## src/hdl/mlpc_pkg.sv

```systemverilog
// Shared types and constants of the multi-LED pattern controller.
package mlpc_pkg;

	localparam int ADDR_W     = 4;
	localparam int DATA_W     = 32;
	localparam int IDX_FLD_W  = 4;
	localparam int MODE_W     = 3;
	localparam int LVL_W      = 8;
	localparam int COUNT_W    = 9;
	localparam int PERIOD_W   = 8;
	localparam int PULSE_W    = 6;
	localparam int STEP_W     = 4;

	typedef enum logic [MODE_W-1:0] {
		MODE_OFF    = 3'd0,
		MODE_ON     = 3'd1,
		MODE_SLOW   = 3'd2,
		MODE_NORMAL = 3'd3,
		MODE_FAST   = 3'd4,
		MODE_ONCE   = 3'd5,
		MODE_TWICE  = 3'd6,
		MODE_THRICE = 3'd7
	} mode_t;

	typedef enum logic [1:0] {
		REG_SLOW   = 2'd0,
		REG_NORMAL = 2'd1,
		REG_FAST   = 2'd2,
		REG_PULSE  = 2'd3
	} reg_idx_t;

	localparam logic [PERIOD_W-1:0] SLOW_RST   = 8'd10;
	localparam logic [PERIOD_W-1:0] NORMAL_RST = 8'd5;
	localparam logic [PERIOD_W-1:0] FAST_RST   = 8'd1;
	localparam logic [PULSE_W-1:0]  PULSE_RST  = 6'd2;

	typedef struct packed {
		logic [PERIOD_W-1:0] slow_period;
		logic [PERIOD_W-1:0] normal_period;
		logic [PERIOD_W-1:0] fast_period;
		logic [PULSE_W-1:0]  pulse_period;
	} cfg_t;

endpackage

```

## src/hdl/mlpc_if.sv

```systemverilog
// Request and response channel interfaces of the multi-LED pattern controller.
interface mlpc_req_if;
	import mlpc_pkg::*;
	logic                 valid;
	logic                 ready;
	logic                 action;
	logic [IDX_FLD_W-1:0] led_index;
	logic [MODE_W-1:0]    mode;
	modport source (output valid, action, led_index, mode, input ready);
	modport sink (input valid, action, led_index, mode, output ready);
endinterface

interface mlpc_rsp_if;
	import mlpc_pkg::*;
	logic             valid;
	logic             ready;
	logic [LVL_W-1:0] led_levels;
	logic             error;
	modport source (output valid, led_levels, error, input ready);
	modport sink (input valid, led_levels, error, output ready);
endinterface

```

## src/hdl/multi_led_pattern_controller.sv

```systemverilog
// Top level of the multi-LED pattern controller: sequencer, LED state and result register.
//
//  Channel  Kind          Direction  Carries
//  req      valid/ready   in         action, led_index, mode
//  rsp      valid/ready   out        led_levels, error
//  apb      APB write/rd  in         slow, normal, fast and pulse periods
//
// A set-mode request goes from acceptance to the finish state, which then loads the response register.
// A tick request visits the LEDs in index order through one sequencer: an off,
// on or blink LED passes through the load state only, a pulse-mode LED also waits
// in the remainder state, because the shared remainder unit resolves one bit of
// the 9-bit counter per cycle.
// Reset clears all LED state at once; the block is ready right after reset.
// A request is taken whenever the sequencer is idle, even while an earlier
// response waits; the new response then waits in the finish state.
module multi_led_pattern_controller #(
	parameter int NUM_LEDS = 8
) (
	input  logic                         clk,
	input  logic                         arst_n,
	input  logic                         psel,
	input  logic                         penable,
	input  logic                         pwrite,
	input  logic [mlpc_pkg::ADDR_W-1:0]  paddr,
	input  logic [mlpc_pkg::DATA_W-1:0]  pwdata,
	output logic [mlpc_pkg::DATA_W-1:0]  prdata,
	output logic                         pready,
	mlpc_req_if.sink                     req,
	mlpc_rsp_if.source                   rsp
);
	import mlpc_pkg::*;

	localparam int IW = (NUM_LEDS > 1) ? $clog2(NUM_LEDS) : 1;

	// Sequencer states, one-hot.
	typedef enum logic [3:0] {
		ST_IDLE = 4'b0001,
		ST_LOAD = 4'b0010,
		ST_MOD  = 4'b0100,
		ST_FIN  = 4'b1000
	} state_t;

	cfg_t               cfg;
	state_t             state_q;
	logic [IW-1:0]      idx_q;
	logic               err_q;
	logic [COUNT_W-1:0] work_cnt_q;
	logic               out_valid_q;
	logic [LVL_W-1:0]   out_levels_q;
	logic               out_err_q;

	// Per-LED state. The step logic reads each LED only at the sequencer index.
	mode_t              mode_q   [NUM_LEDS];
	logic [COUNT_W-1:0] count_q  [NUM_LEDS];
	logic               toggle_q [NUM_LEDS];
	logic               pin_q    [NUM_LEDS];

	logic               req_fire;
	logic               set_ok;
	logic [IW-1:0]      set_idx;
	logic               last_led;
	logic               fin_load;
	mode_t              cur_mode;
	logic [COUNT_W-1:0] cnt_inc;
	logic [PERIOD_W-1:0] blink_raw;
	logic [PERIOD_W-1:0] blink_per;
	logic               blink_hit;
	logic               is_pulse;
	logic [PULSE_W-1:0] pulse_per;
	logic [COUNT_W-1:0] pulse_limit;
	logic               mod_start;
	logic               mod_done;
	logic [PULSE_W-1:0] mod_rem;
	logic [LVL_W-1:0]   levels;

	mlpc_apb_regs u_regs (
		.clk    (clk),
		.arst_n (arst_n),
		.psel   (psel),
		.penable(penable),
		.pwrite (pwrite),
		.paddr  (paddr),
		.pwdata (pwdata),
		.prdata (prdata),
		.pready (pready),
		.cfg    (cfg)
	);

	// The remainder unit decides whether the pulse counter sits on a multiple
	// of the pulse period.
	mlpc_mod u_mod (
		.clk      (clk),
		.arst_n   (arst_n),
		.start    (mod_start),
		.dividend (cnt_inc),
		.divisor  (pulse_per),
		.done     (mod_done),
		.remainder(mod_rem)
	);

	assign req.ready = (state_q == ST_IDLE);
	assign req_fire  = req.valid && req.ready;
	assign set_idx   = req.led_index[IW-1:0];
	assign set_ok    = req_fire && req.action &&
	                   ({1'b0, req.led_index} < (IDX_FLD_W + 1)'(NUM_LEDS));
	assign last_led  = (idx_q == IW'(NUM_LEDS - 1));
	assign fin_load  = (state_q == ST_FIN) && (!out_valid_q || rsp.ready);

	// Step logic for the LED at the sequencer index. A zero period acts as one.
	always_comb begin
		cur_mode = mode_q[idx_q];
		cnt_inc  = count_q[idx_q] + COUNT_W'(1);
		case (cur_mode)
			MODE_SLOW:   blink_raw = cfg.slow_period;
			MODE_NORMAL: blink_raw = cfg.normal_period;
			default:     blink_raw = cfg.fast_period;
		endcase
		blink_per = (blink_raw == '0) ? PERIOD_W'(1) : blink_raw;
		blink_hit = (cnt_inc >= COUNT_W'(blink_per));
		is_pulse  = (cur_mode inside {MODE_ONCE, MODE_TWICE, MODE_THRICE});
		pulse_per = (cfg.pulse_period == '0) ? PULSE_W'(1) : cfg.pulse_period;
		// Two pulse periods for each pulse of the mode.
		case (cur_mode)
			MODE_ONCE:  pulse_limit = COUNT_W'({pulse_per, 1'b0});
			MODE_TWICE: pulse_limit = COUNT_W'({pulse_per, 2'b00});
			default:    pulse_limit = COUNT_W'({pulse_per, 2'b00}) +
			                          COUNT_W'({pulse_per, 1'b0});
		endcase
	end

	assign mod_start = (state_q == ST_LOAD) && is_pulse;

	// LED state updates.
	always_ff @(posedge clk or negedge arst_n) begin
		if (!arst_n) begin
			for (int i = 0; i < NUM_LEDS; i++) begin
				mode_q[i]   <= MODE_OFF;
				count_q[i]  <= '0;
				toggle_q[i] <= 1'b0;
				pin_q[i]    <= 1'b0;
			end
		end else begin
			// A set-mode request replaces the mode and restarts the counter;
			// the pin keeps its level until the next tick.
			if (set_ok) begin
				mode_q[set_idx]  <= mode_t'(req.mode);
				count_q[set_idx] <= '0;
			end
			if (state_q == ST_LOAD) begin
				case (cur_mode)
					MODE_OFF: pin_q[idx_q] <= 1'b0;
					MODE_ON:  pin_q[idx_q] <= 1'b1;
					MODE_SLOW, MODE_NORMAL, MODE_FAST: begin
						if (blink_hit) begin
							count_q[idx_q]  <= '0;
							toggle_q[idx_q] <= ~toggle_q[idx_q];
							pin_q[idx_q]    <= ~toggle_q[idx_q];
						end else begin
							count_q[idx_q] <= cnt_inc;
						end
					end
					default: ;
				endcase
			end
			// Pulse modes finish once the remainder is known. At the end of the
			// sequence the mode drops to off while the pin holds its level.
			if ((state_q == ST_MOD) && mod_done) begin
				if (mod_rem == '0) begin
					toggle_q[idx_q] <= ~toggle_q[idx_q];
					pin_q[idx_q]    <= ~toggle_q[idx_q];
				end
				if (work_cnt_q >= pulse_limit) begin
					count_q[idx_q] <= '0;
					mode_q[idx_q]  <= MODE_OFF;
				end else begin
					count_q[idx_q] <= work_cnt_q;
				end
			end
		end
	end

	// Sequencer and response register.
	always_ff @(posedge clk or negedge arst_n) begin
		if (!arst_n) begin
			state_q     <= ST_IDLE;
			idx_q       <= '0;
			err_q       <= 1'b0;
			out_valid_q <= 1'b0;
		end else begin
			case (state_q)
				ST_IDLE: begin
					if (req_fire) begin
						idx_q <= '0;
						if (req.action) begin
							err_q   <= !set_ok;
							state_q <= ST_FIN;
						end else begin
							err_q   <= 1'b0;
							state_q <= ST_LOAD;
						end
					end
				end
				ST_LOAD: begin
					if (is_pulse) begin
						state_q <= ST_MOD;
					end else if (last_led) begin
						state_q <= ST_FIN;
					end else begin
						idx_q <= idx_q + IW'(1);
					end
				end
				ST_MOD: begin
					if (mod_done) begin
						if (last_led) begin
							state_q <= ST_FIN;
						end else begin
							idx_q   <= idx_q + IW'(1);
							state_q <= ST_LOAD;
						end
					end
				end
				ST_FIN: begin
					if (fin_load) begin
						state_q <= ST_IDLE;
					end
				end
				default: state_q <= ST_IDLE;
			endcase

			if (fin_load) begin
				out_valid_q <= 1'b1;
			end else if (rsp.ready) begin
				out_valid_q <= 1'b0;
			end
		end
	end

	always_ff @(posedge clk) begin
		if (state_q == ST_LOAD) begin
			work_cnt_q <= cnt_inc;
		end
		if (fin_load) begin
			out_levels_q <= levels;
			out_err_q    <= err_q;
		end
	end

	// Only the first eight LEDs have a bit in the level vector.
	for (genvar g = 0; g < LVL_W; g++) begin : g_lvl
		if (g < NUM_LEDS) begin : g_on
			assign levels[g] = pin_q[g];
		end else begin : g_off
			assign levels[g] = 1'b0;
		end
	end

	assign rsp.valid      = out_valid_q;
	assign rsp.led_levels = out_levels_q;
	assign rsp.error      = out_err_q;

	// The remainder unit answers only while the sequencer waits for it.
	a_mod_done_in_mod: assert property (@(posedge clk) disable iff (!arst_n)
		mod_done |-> (state_q == ST_MOD))
		else $error("remainder result outside the pulse wait");

	// A set-mode request goes straight to the finish state.
	a_set_to_fin: assert property (@(posedge clk) disable iff (!arst_n)
		(req_fire && req.action) |=> (state_q == ST_FIN))
		else $error("set-mode request did not finish at once");

	// The sequencer index never leaves the LED range.
	a_idx_range: assert property (@(posedge clk) disable iff (!arst_n)
		(state_q != ST_IDLE) |-> (idx_q <= IW'(NUM_LEDS - 1)))
		else $error("LED index out of range");

	// A tick request never reports an error.
	a_tick_no_err: assert property (@(posedge clk) disable iff (!arst_n)
		(req_fire && !req.action) |=> !err_q)
		else $error("error flag set by a tick");

endmodule

```

## src/hdl/mlpc_apb_regs.sv

```systemverilog
// APB configuration registers holding the blink and pulse periods.
module mlpc_apb_regs (
	input  logic                         clk,
	input  logic                         arst_n,
	input  logic                         psel,
	input  logic                         penable,
	input  logic                         pwrite,
	input  logic [mlpc_pkg::ADDR_W-1:0]  paddr,
	input  logic [mlpc_pkg::DATA_W-1:0]  pwdata,
	output logic [mlpc_pkg::DATA_W-1:0]  prdata,
	output logic                         pready,
	output mlpc_pkg::cfg_t               cfg
);
	import mlpc_pkg::*;

	cfg_t     cfg_q;
	reg_idx_t sel;
	logic     wr_en;

	assign sel    = reg_idx_t'(paddr[3:2]);
	assign wr_en  = psel && penable && pwrite;
	assign pready = 1'b1;
	assign cfg    = cfg_q;

	always_ff @(posedge clk or negedge arst_n) begin
		if (!arst_n) begin
			cfg_q.slow_period   <= SLOW_RST;
			cfg_q.normal_period <= NORMAL_RST;
			cfg_q.fast_period   <= FAST_RST;
			cfg_q.pulse_period  <= PULSE_RST;
		end else if (wr_en) begin
			case (sel)
				REG_SLOW:   cfg_q.slow_period   <= pwdata[PERIOD_W-1:0];
				REG_NORMAL: cfg_q.normal_period <= pwdata[PERIOD_W-1:0];
				REG_FAST:   cfg_q.fast_period   <= pwdata[PERIOD_W-1:0];
				REG_PULSE:  cfg_q.pulse_period  <= pwdata[PULSE_W-1:0];
				default: ;
			endcase
		end
	end

	always_comb begin
		case (sel)
			REG_SLOW:   prdata = DATA_W'(cfg_q.slow_period);
			REG_NORMAL: prdata = DATA_W'(cfg_q.normal_period);
			REG_FAST:   prdata = DATA_W'(cfg_q.fast_period);
			REG_PULSE:  prdata = DATA_W'(cfg_q.pulse_period);
			default:    prdata = '0;
		endcase
	end

endmodule

```

## src/hdl/mlpc_mod.sv

```systemverilog
// Iterative restoring remainder unit, one quotient bit per cycle.
module mlpc_mod (
	input  logic                          clk,
	input  logic                          arst_n,
	input  logic                          start,
	input  logic [mlpc_pkg::COUNT_W-1:0]  dividend,
	input  logic [mlpc_pkg::PULSE_W-1:0]  divisor,
	output logic                          done,
	output logic [mlpc_pkg::PULSE_W-1:0]  remainder
);
	import mlpc_pkg::*;

	logic                busy_q;
	logic                done_q;
	logic [STEP_W-1:0]   cnt_q;
	logic [COUNT_W-1:0]  dvd_q;
	logic [PULSE_W-1:0]  dsr_q;
	logic [PULSE_W-1:0]  rem_q;
	logic [PULSE_W:0]    trial;
	logic [PULSE_W-1:0]  rem_next;

	// Shift in the next dividend bit and subtract the divisor when it fits.
	always_comb begin
		trial = {rem_q, dvd_q[COUNT_W-1]};
		if (trial >= {1'b0, dsr_q}) begin
			rem_next = PULSE_W'(trial - {1'b0, dsr_q});
		end else begin
			rem_next = trial[PULSE_W-1:0];
		end
	end

	always_ff @(posedge clk or negedge arst_n) begin
		if (!arst_n) begin
			busy_q <= 1'b0;
			done_q <= 1'b0;
			cnt_q  <= '0;
		end else begin
			done_q <= 1'b0;
			if (start) begin
				busy_q <= 1'b1;
				cnt_q  <= STEP_W'(COUNT_W);
			end else if (busy_q) begin
				cnt_q <= cnt_q - STEP_W'(1);
				if (cnt_q == STEP_W'(1)) begin
					busy_q <= 1'b0;
					done_q <= 1'b1;
				end
			end
		end
	end

	always_ff @(posedge clk) begin
		if (start) begin
			dvd_q <= dividend;
			dsr_q <= divisor;
			rem_q <= '0;
		end else if (busy_q) begin
			dvd_q <= {dvd_q[COUNT_W-2:0], 1'b0};
			rem_q <= rem_next;
		end
	end

	assign done      = done_q;
	assign remainder = rem_q;

endmodule

```

## src/flat_wrapper.sv

```systemverilog
// flat-port wrapper written by rule: the top's interface ports become plain ports
module multi_led_pattern_controller_flat import mlpc_pkg::*;
#(
	parameter int NUM_LEDS = 8
)
  (clk, arst_n, psel, penable, pwrite, paddr, pwdata, prdata, pready, req_valid, req_action, req_led_index, req_mode, req_ready, rsp_valid, rsp_led_levels, rsp_error, rsp_ready);
  mlpc_req_if req_i ();
  mlpc_rsp_if rsp_i ();
  input  logic clk;
  input  logic arst_n;
  input  logic psel;
  input  logic penable;
  input  logic pwrite;
  input  logic [mlpc_pkg::ADDR_W-1:0] paddr;
  input  logic [mlpc_pkg::DATA_W-1:0] pwdata;
  output logic [mlpc_pkg::DATA_W-1:0] prdata;
  output logic pready;
  input wire logic [$bits(req_i.valid)-1:0] req_valid;
  input wire logic [$bits(req_i.action)-1:0] req_action;
  input wire logic [$bits(req_i.led_index)-1:0] req_led_index;
  input wire logic [$bits(req_i.mode)-1:0] req_mode;
  output wire logic [$bits(req_i.ready)-1:0] req_ready;
  output wire logic [$bits(rsp_i.valid)-1:0] rsp_valid;
  output wire logic [$bits(rsp_i.led_levels)-1:0] rsp_led_levels;
  output wire logic [$bits(rsp_i.error)-1:0] rsp_error;
  input wire logic [$bits(rsp_i.ready)-1:0] rsp_ready;
  assign req_i.valid = req_valid;
  assign req_i.action = req_action;
  assign req_i.led_index = req_led_index;
  assign req_i.mode = req_mode;
  assign req_ready = req_i.ready;
  assign rsp_valid = rsp_i.valid;
  assign rsp_led_levels = rsp_i.led_levels;
  assign rsp_error = rsp_i.error;
  assign rsp_i.ready = rsp_ready;
  multi_led_pattern_controller #(.NUM_LEDS(NUM_LEDS)) u_core (.clk(clk), .arst_n(arst_n), .psel(psel), .penable(penable), .pwrite(pwrite), .paddr(paddr), .pwdata(pwdata), .prdata(prdata), .pready(pready), .req(req_i), .rsp(rsp_i));
endmodule
```

## config.mk

```make
export PLATFORM = sky130hd
export DESIGN_NAME = multi_led_pattern_controller_flat
export DESIGN_NICKNAME = d
export VERILOG_FILES = /design/src/hdl/mlpc_pkg.sv /design/src/hdl/mlpc_if.sv /design/src/hdl/multi_led_pattern_controller.sv /design/src/hdl/mlpc_apb_regs.sv /design/src/hdl/mlpc_mod.sv /design/src/flat_wrapper.sv
export SDC_FILE = /design/constraint.sdc
export NUM_CORES = 1
export LEC_CHECK = 0
export CORE_MARGIN = 2
export CORE_UTILIZATION = 65
export DETAILED_ROUTE_END_ITERATION = 10
export DONT_BUFFER_PORTS = 1
export HOLD_SLACK_MARGIN = 0.15
export PLACE_DENSITY = 0.81
export REMOVE_ABC_BUFFERS = 1
export SLEW_MARGIN = 10
export SYNTH_ARGS = -nofsm -noshare
export SYNTH_HDL_FRONTEND = slang
export SYNTH_SLANG_ARGS = --single-unit
```

## constraint.sdc

```tcl
create_clock -name clk -period 7 [get_ports clk]
set_input_delay 1.05 -clock clk [delete_from_list [all_inputs] [get_ports clk]]
set_output_delay 1.05 -clock clk [all_outputs]
set_load 0.02 [all_outputs]
```

After elaboration in Yosys (flattened, before gate mapping). Index checks and enable logic that the tools add are counted. Widths: inputs -> output; s select.

Reduce and logical (&&, ||, !) cells: 30. Eq/ne operators: 21. Magnitude comparators: 8. Add/subtract/negate cells: 5. Multiplexer cells: 77. Bitwise gates (word level): 13.

Operator list (number): $mux 72 (6); $and 72x72->72 (3); $bwmux 72 (2); $not 72->72 (2); $pmux 32 s4 (1); $mux 8 (10); $mux 24 (3); $demux 9 s3 (2); $mux 9 (6); $mux 4 (9); $bwmux 8 (4); $bmux 9 s3 (1); $and 24x24->24 (1); $bwmux 24 (1); $mux 3 (8); $not 24->24 (1); $pmux 8 s3 (1); $demux 3 s3 (2); $pmux 9 s2 (1); $pmux 4 s4 (1); $pmux 8 s2 (1); $eq 3x3->1 const B (5); $logic_not 6->1 (2); $mux 1 (12); 43 further kinds (69).

Register bits: 196. Word-level logic and storage cells: 203.

Longest topological paths before layout. Gate-level depths: netlist (run 1).

Word-level depth: 15. Mapped depth: 23.

Modules after synthesis. Synthesis (run 1) repeated with hierarchy kept, for this count alone.

Cell total of the unflattened synthesis: 1125. Area total of the unflattened synthesis: 11437.2 µm².

Modules (own cells, without submodules): multi_led_pattern_controller (cells each 893, instances 1, sequential area each 3569.7 µm², area each 8451.9 µm²); mlpc_apb_regs (cells each 108, instances 1, sequential area each 758.2 µm², area each 1550.2 µm²); mlpc_mod (cells each 124, instances 1, sequential area each 720.7 µm², area each 1435.1 µm²).

Worst setup path after synthesis (run 1). OpenSTA, ideal clock, no wires.

Kind: reg2reg. Start: register u_core.idx_q[1]. End: register u_core.count_q[52] (netlist bit). Setup slack: 2.784 ns. Path buffers: 4. Cell stages (with the launch flop): 23. Data required time: 6.926 ns. Data arrival time: 4.142 ns. Cells stage by stage: dfrtp_1 > buf_6 > buf_8 > buf_6 > mux2_2 > o22ai_1 > a221oi_4 > ha_1 > inv_1 > a211oi_2 > nand2_1 > xor2_1 > inv_1 > ha_1 > o22ai_1 > nor2_1 > a21oi_1 > nor3b_1 > mux2_4 > buf_6 > nand2_4 > a21o_4 > a21oi_2.

RTL lines: from (decl) (RTL line multi_led_pattern_controller.sv:45) `logic [IW-1:0] idx_q;`; from (signal assigned) (RTL line multi_led_pattern_controller.sv:209) `idx_q <= idx_q + IW'(1);`; from (signal assigned) (RTL line multi_led_pattern_controller.sv:217) `idx_q <= idx_q + IW'(1);`; $not 3->4 (implied by the code) (*) (RTL line multi_led_pattern_controller.sv:112) `cnt_inc = count_q[idx_q] + COUNT_W'(1);`; $bmux 9 s3 (*) (RTL line multi_led_pattern_controller.sv:112); $mux 9 (implied by the code) (*) (2 in series) (RTL line multi_led_pattern_controller.sv:112); $add 9x1->9 (*) (RTL line multi_led_pattern_controller.sv:112); net u_core.cnt_inc[6] (RTL line multi_led_pattern_controller.sv:64) `logic [COUNT_W-1:0] cnt_inc;`; $ge 9x8->1 (*) (RTL line multi_led_pattern_controller.sv:119) `blink_hit = (cnt_inc >= COUNT_W'(blink_per));`; $mux 72 (*) (RTL line multi_led_pattern_controller.sv:154) `if (blink_hit) begin`; $mux 72 (*) (RTL line multi_led_pattern_controller.sv:150) `case (cur_mode)`; $mux 72 (*) (RTL line multi_led_pattern_controller.sv:149) `if (state_q == ST_LOAD) begin`; $bwmux 72 / $and 72x72->72 (equally long branches); $mux 72 (RTL line multi_led_pattern_controller.sv:172) `if (work_cnt_q >= pulse_limit) begin`; $mux 72 (*) (RTL line multi_led_pattern_controller.sv:167) `if ((state_q == ST_MOD) && mod_done) begin`; to (signal, indexed assignment) (RTL line multi_led_pattern_controller.sv:159) `count_q[idx_q] <= cnt_inc;`; to (signal, indexed assignment) (RTL line multi_led_pattern_controller.sv:176) `count_q[idx_q] <= work_cnt_q;`; to (decl) (RTL line multi_led_pattern_controller.sv:54) `logic [COUNT_W-1:0] count_q [NUM_LEDS];`.

The timed path passes the listed nets; every way through them passes the cells marked *. The select of a mux whose other input is x is not followed. A chain may end at the register's enable or synchronous reset.

Worst setup path after layout (run 1).
Start: register u_core.idx_q[2]. End: register u_core.count_q[32] (netlist bit).

Same word-level chain as after synthesis.

==> flow_summary.json, run 1 <==
{
  "status": "finished, final reports clean",
  "numCtsBuffers": 17,
  "drc_errors": 0,
  "first_pass_iters": 7,
  "cts.path.max_buffers": 2,
  "areaGrowthSynthToFinish_pct": 5.15,
  "routed_wl_mm": 28.8,
  "nNetsFinal": 1146,
  "power.switching_mw": 1.84,
  "fin_crit_sh": 0.809,
  "htreeDepth": 4,
  "layout_common_cells": "dfrtp_1 (149), nand2_1 (105), a21oi_1 (85), o21ai_0 (64)",
  "die-area_um2": 18400,
  "slowest_delay_ns": 0.68,
  "drt-initial-drc-count": 907,
  "clk_pin_slew_worst_paths_ns": 0.07,
  "cp-start-kind": "flip-flop",
  "die_h_um": 136,
  "worst_hold_path_type": "input pin to async pin",
  "power_leakage_nw": 5.17,
  "cp.arrival_ns": 6.03,
  "yosysTopAreaCellShare": 0.333,
  "place_inst": 1266,
  "synth_flop_cell": "dfrtp_1",
  "synth_edf_count": 33,
  "worstMarginPinSlew_ns": 0.933,
  "setup_viol": 0,
  "portBuffers": 0,
  "initial_core_util": 0.660,
  "fin_tns_setup_ns": 0,
  "via_per_inst": 6.83,
  "wl_per_cell_um": 22.2,
  "ir_worst_vdd_uv": 247,
  "ys_types": 89,
  "fp-row-count": 48,
  "hpwl_mm": 19.1,
  "finalPower_mw": 4.55,
  "drv_slew": 0,
  "grt.total_usage": 0.324,
  "final_common_cell": "dfrtp_1",
  "post_cts_resized": 0,
  "maxSlewHeadroom": 0.378,
  "mappedNetlistArea_um2": 11300,
  "insertion_delay_ns": 0.45,
  "grt_overflow": 0,
  "seqPwrFrac": 0.374,
  "io_pins": 95,
  "antenna_left": 0,
  "grt_max_degree": 158,
  "whs_ns": 0.292,
  "path_cells": "buf_4 -> or3b_2 -> o22ai_1 -> a221oi_4 -> ha_1 -> inv_1 -> a211oi_2 -> xor2_1 -> inv_1 -> ha_1 -> a21oi_1 -> o21ai_0 -> a21oi_1 -> nor3b_1 -> mux2_4 -> and2_1 -> o21ai_1 -> a21oi_1",
  "crit_type": "flip-flop to flip-flop",
  "cp.required_ns": 7.36,
  "powerDensity_nw_per_um2": 383,
  "fp.dieW_um": 136,
  "grt_pass1_wl_mm": 45.6,
  "cp_max_fo": 36,
  "p_int_mw": 2.71,
  "cts_sinks": 196,
  "skew_ns": 0.00771,
  "final_util": 0.693,
  "cp-end-kind": "flip-flop",
  "yosys.area.top_type": "dfrtp_1",
  "yosysSeqAreaShare": 0.447,
  "coreArea_um2": 17100,
  "power_frac_clock": 0.222,
  "diodes": 0,
  "vias": 8859,
  "drv_cap": 0,
  "cts_root_buf": "clkbuf_16",
  "post-route-min-period_ns": 5.66,
  "yosys_register_bits": 196,
  "cts_tree": "built",
  "final_cells": 1298,
  "synth-async-reset-ratio": 0.801,
  "postCtsSetupBuffers": 0,
  "synth.area.top_cells": "dfrtp_1 (33%), edfxtp_1 (8.8%), mux2i_1 (4.3%)",
  "gp_congestion": 0.964,
  "synth_area_per_cell_um2": 10.3,
  "crit_path_frequent_cell": "a21oi_1",
  "antenna_found_initial": 0,
  "grt_pass1_vias": 8675,
  "swShare": 0.404,
  "hold_violations": 0,
  "combinationalPowerShare": 0.404,
  "ctsHoldBuffers": 0,
  "nFillCells": 1261,
  "drive_gt1_frac": 0.135,
  "synth_cells": 1094,
  "rsz0062_at_grt": "false",
  "cpMaxStageDelayCell": "dfrtp_1",
  "max_freq_ghz": 0.177,
  "yosysWarnings": 0
}
metal layers:
layer	GRT usage	routed length, µm	vias to the layer above
met3	0.0662	2330	100
met1	0.428	11700	4352
met4	0.165	1180	0
met2	0.512	13600	466
met5	0	0	-
li1	-	-	3941
cell usage after synthesis (9+ instances only):
cell and n:
o21ai_1 13, and3_1 11, ha_1 33, edfxtp_1 33
buf_4 28, buf_2 11, nor2b_1 10, dfrtp_1 150
inv_1 32, clkbuf_1 40, mux2_2 40, a21oi_1 85
nand4_1 9, o211ai_1 23, nand3_1 37, nor3_1 9
o21ai_0 64, o22ai_1 13, nand2_1 105, mux4_2 14
xor2_1 10, o31ai_1 10, a21o_1 12, a22oi_1 48
mux2i_1 48, nor2_1 41, nand2b_1 11
worst paths after layout:
| kind | startpoint | end | slack (ns) | cells past startpoint |
|---|---|---|---|---|
| setup / recovery | u_core.idx_q[2] | u_core.count_q[32] | 1.34 | 18 |
| hold / removal | arst_n | u_core.mode_q[14] | 0.29 | 0 |
| hold reg to reg | u_core.err_q | u_core.rsp.error | 0.46 | 0 |
| min in group clk | u_core.err_q | u_core.rsp.error | 0.46 | 0 |
| setup reg to reg | u_core.idx_q[2] | u_core.count_q[32] | 1.34 | 18 |
| max in group asynchronous | arst_n | u_core.state_q[0] | 6.47 | 0 |
logic make-up (layout without fill, tap and decap cells):
family,count (synthesis),count (layout),share of synthesized area
other,2,25,0.000665
DFF,196,196,0.447
buffers and inverters,125,81,0.0574
xor gates and xnor gates,15,15,0.0116
and+or+nand+nor,286,286,0.127
muxes,111,111,0.128
adders and majority gates,35,35,0.0401
AOI/OAI and AO/OA,324,324,0.188
sequential cells by signal (all words and copies together) (netlist names), 6 cells and up:
| name | count |
|---|---|
| u_core.levels | 8 |
| u_core.u_regs.cfg | 30 |
| u_core.u_mod.dvd_q | 9 |
| u_core.u_mod.remainder | 6 |
| u_core.count_q | 72 |
| u_core.work_cnt_q | 9 |
| u_core.mode_q | 24 |
| u_core.rsp.led_levels | 8 |
| u_core.toggle_q | 8 |
| u_core.u_mod.dsr_q | 6 |
area by class of cell:
| cell class | instances | area (µm²) | area share |
|---|---|---|---|
| multi-input combinational | 796 | 5680 | 0.479 |
| sequential | 196 | 5050 | 0.425 |
| clock buffer | 18 | 450 | 0.0379 |
| clock inverter | 14 | 161 | 0.0136 |
| inverter | 33 | 124 | 0.0104 |
| timing repair buffer | 16 | 120 | 0.0101 |
| tap | 225 | 282 | 0.0237 |
worst max-delay path, delay by kind of cell, from the launching register on:
family,cells,cell delay [ns]
adder cells (fa/ha/maj),2,0.49
AND/OR/NAND/NOR,3,1.30
AO/OA/AOI/OAI,8,1.54
buffers and inverters,3,0.76
XOR/XNOR,1,0.38
flip-flops,1,0.68
multiplexers,1,0.42
power groups by stage:
stage,sequential [mW],combinational [mW],clock [mW]
3_3_place_gp,1.70,1.71,0
6_report,1.70,1.84,1.01
2_1_floorplan,1.65,1.31,0
5_1_grt,1.73,2.01,1.07
4_1_cts,1.69,1.81,1.02
3_5_place_dp,1.71,1.79,0
metrics by stage:
stage / setup WS (ns) / cell area, µm²
final: 1.34 / 11900
after global routing: 1.16 / 11900
after CTS: 1.44 / 11900
after detailed placement: 1.52 / 11300
after global placement: 1.74 / 11300
after floorplan: 1.63 / 10900
Note: power is estimated with default switching activity, not from simulation.
==> inputs of run 2 (changes only) <==
- ABC_AREA: not set -> 1
- clock period: 7 -> 5.8 ns (I/O delays scaled with it)
==> run 2 against run 1 <==
Utilization rose by 0.29 points. Design area rose by 9.0%. Largest power group unchanged. Synthesized cell count rose by 55%. Count of clock-buffer cells in the layout fell by 1. Global-route usage rose by 3.6 points. Sequential power rose by 23%. Total power rose by 42%. Largest cell class unchanged. Via count rose by 32%. Maximum frequency rose by 11%. Clock skew rose by 0.0015 ns. Die area rose by 8.3%. Critical path type unchanged.
==> flow_summary.json, run 2 <==
{
  "insertion_delay_ns": 0.45,
  "yosysSeqAreaShare": 0.412,
  "final_util": 0.696,
  "postCtsSetupBuffers": 0,
  "htreeDepth": 4,
  "yosys-mux-area-fraction": 0,
  "diodes": 0,
  "drv_cap": 0,
  "crit_buf_inv": 3,
  "fp.dieW_um": 141,
  "synth_fa_ha_area_frac": 0.0370,
  "hpwl_mm": 24.8,
  "synth_edf_count": 33,
  "cts.path.max_buffers": 2,
  "ys_types": 59,
  "multi_input_comb_area_um2": 6090,
  "worstMarginPinSlew_ns": 0.997,
  "clk_pin_slew_worst_paths_ns": 0.07,
  "portBuffers": 0,
  "worst_hold_path_type": "input pin to async pin",
  "pre_cts_ws_ns": 1.01,
  "via_per_inst": 6.02,
  "grt_pass1_wl_mm": 56.0,
  "finish.instance_area_um2": 12900,
  "antenna_found_initial": 0,
  "yosysTopAreaCellShare": 0.306,
  "cp-start-kind": "flip-flop",
  "mappedNetlistArea_um2": 12300,
  "cts_root_buf": "clkbuf_16",
  "largest_register": "u_core.count_q",
  "fin_crit_sh": 0.877,
  "cp.arrival_ns": 5.40,
  "final_common_cell": "nand2_1",
  "path_cells": "buf_4 -> nor2_1 -> o21ai_1 -> nand2_1 -> nand2_1 -> nand2_2 -> inv_2 -> ha_1 -> nand3_1 -> xnor2_1 -> ha_1 -> a21oi_1 -> nand3_1 -> nand2_1 -> nand2_1 -> nand2_1 -> nand2_1 -> nor2_1 -> nand3_2 -> inv_2 -> o21ai_0 -> nand2_1 -> o21ai_0",
  "dpl_cell_area_um2": 12300,
  "drt-initial-drc-count": 1495,
  "crit_path_frequent_cell": "nand2_1",
  "slowest_delay_ns": 0.78,
  "synth.top_cells.by_count": "nand2_1 (635), inv_1 (166), dfrtp_1 (150)",
  "nFillCells": 1581,
  "cts_tree": "built",
  "nNetsFinal": 1775,
  "synth_area_per_cell_um2": 7.21,
  "coreArea_um2": 18600,
  "status": "finished, final reports clean",
  "grt.total_usage": 0.360,
  "power_leakage_nw": 6.41,
  "worst_slack_ns": 0.715,
  "synth-async-reset-ratio": 0.801,
  "largest_reg_flops": 72,
  "max_freq_ghz": 0.197,
  "cp.required_ns": 6.12,
  "drive_gt1_frac": 0.0752,
  "synth_xor_area_frac": 0.00848,
  "die-area_um2": 20000,
  "die_h_um": 141,
  "drv_slew": 0,
  "synth_top_family_by_area": "simple AND/OR/NAND/NOR gates",
  "synth.area.top_cells": "dfrtp_1 (31%), nand2_1 (19%), edfxtp_1 (8.1%)",
  "ir_worst_vdd_uv": 365,
  "drc_errors": 0,
  "rsz0062_at_grt": "false",
  "synth_flop_cell": "dfrtp_1",
  "fp-row-count": 50,
  "yosysMostFrequentCell": "nand2_1",
  "routed_wl_mm": 35.4,
  "initial_core_util": 0.659,
  "synth_cells": 1699,
  "finalPower_mw": 6.46,
  "maxSlewHeadroom": 0.333,
  "skew_ns": 0.00925,
  "post-route-min-period_ns": 5.09,
  "first_pass_iters": 6,
  "gp_congestion": 0.992,
  "synth_compound_area_frac": 0.131,
  "yosysWarnings": 0,
  "layout_common_cells": "nand2_1 (635), inv_1 (166), dfrtp_1 (149), o21ai_0 (119), nor2_1 (116)",
  "setup_viol": 0,
  "crit_type": "flip-flop to flip-flop",
  "grt_pass1_vias": 10900,
  "wl_per_cell_um": 18.3,
  "cp-end-kind": "flip-flop",
  "seq_area_um2": 5050,
  "yosys_register_bits": 196,
  "vias": 11700,
  "hold_violations": 0,
  "cts_sinks": 196,
  "grt_overflow": 0,
  "cpMaxStageDelayCell": "dfrtp_2",
  "numCtsBuffers": 17,
  "io_pins": 95,
  "critical-path-top-delay-family": "simple AND/OR/NAND/NOR gates",
  "powerDensity_nw_per_um2": 499,
  "areaGrowthSynthToFinish_pct": 5.61,
  "fin_tns_setup_ns": 0,
  "synth-simple-area-share": 0.314,
  "antenna_left": 0,
  "cp_max_fo": 18,
  "yosys.area.top_type": "dfrtp_1",
  "grt_max_degree": 151
}
==> run 2: what timing repair did <==
action / CTS / global route
resized for setup: 0 / 0
hold endpoints to repair: 150 / 0
hold buffers: 1 / 0
==> run 2: cell type report <==
type / count / share of cell area
Inverter: 188 / 0.0553
Clock buffer: 17 / 0.0329
Clock inverter: 15 / 0.0144
Sequential cell: 196 / 0.390
Multi-Input combinational cell: 1265 / 0.471
Timing Repair Buffer: 21 / 0.0137
Tap cell: 234 / 0.0226
==> run 2: path summary, 6_finish.rpt <==
check,from,endpoint,slack (ns),cells after the start
setup / recovery,u_core.idx_q[0],u_core.toggle_q[1],0.71,23
hold / removal,arst_n,u_core.state_q[0],0.27,0
setup reg to reg,u_core.idx_q[0],u_core.toggle_q[1],0.71,23
hold reg to reg,u_core.err_q,u_core.rsp.error,0.45,0
max in group asynchronous,arst_n,u_core.mode_q[14],4.76,1
min in group clk,u_core.err_q,u_core.rsp.error,0.45,0
==> run 2: metrics by stage <==
stage | std cells | hold WS, ns
2_1_floorplan | 1649 | 0.419
3_3_place_gp | 1903 | 0.432
3_5_place_dp | 1903 | 0.428
4_1_cts | 1936 | 0.258
5_1_grt | 1936 | 0.247
6_report | 1936 | 0.266
==> run 2: cell families after synthesis <==
group           after synthesis
compound gates              281
xor+xnor                     11
fa+ha+maj                    35
buf+inv                     261
flops                       196
other cells                   2
simple gates                913
==> run 2: metal layers <==
layer / vias to the layer above / track usage / routed length (µm)
met5: - / 0 / 0
met4: 0 / 0.155 / 1370
met3: 121 / 0.0742 / 3980
met2: 695 / 0.556 / 15900
met1: 5451 / 0.497 / 14100
li1: 5397 / - / -
==> run 2: report_power, final <==
group	internal [mW]	switching (mW)	leakage, nW
logic	0.947	2.18	3.83
registers	1.82	0.270	2.28
clock network	0.658	0.586	0.302
total	3.42	3.04	6.41
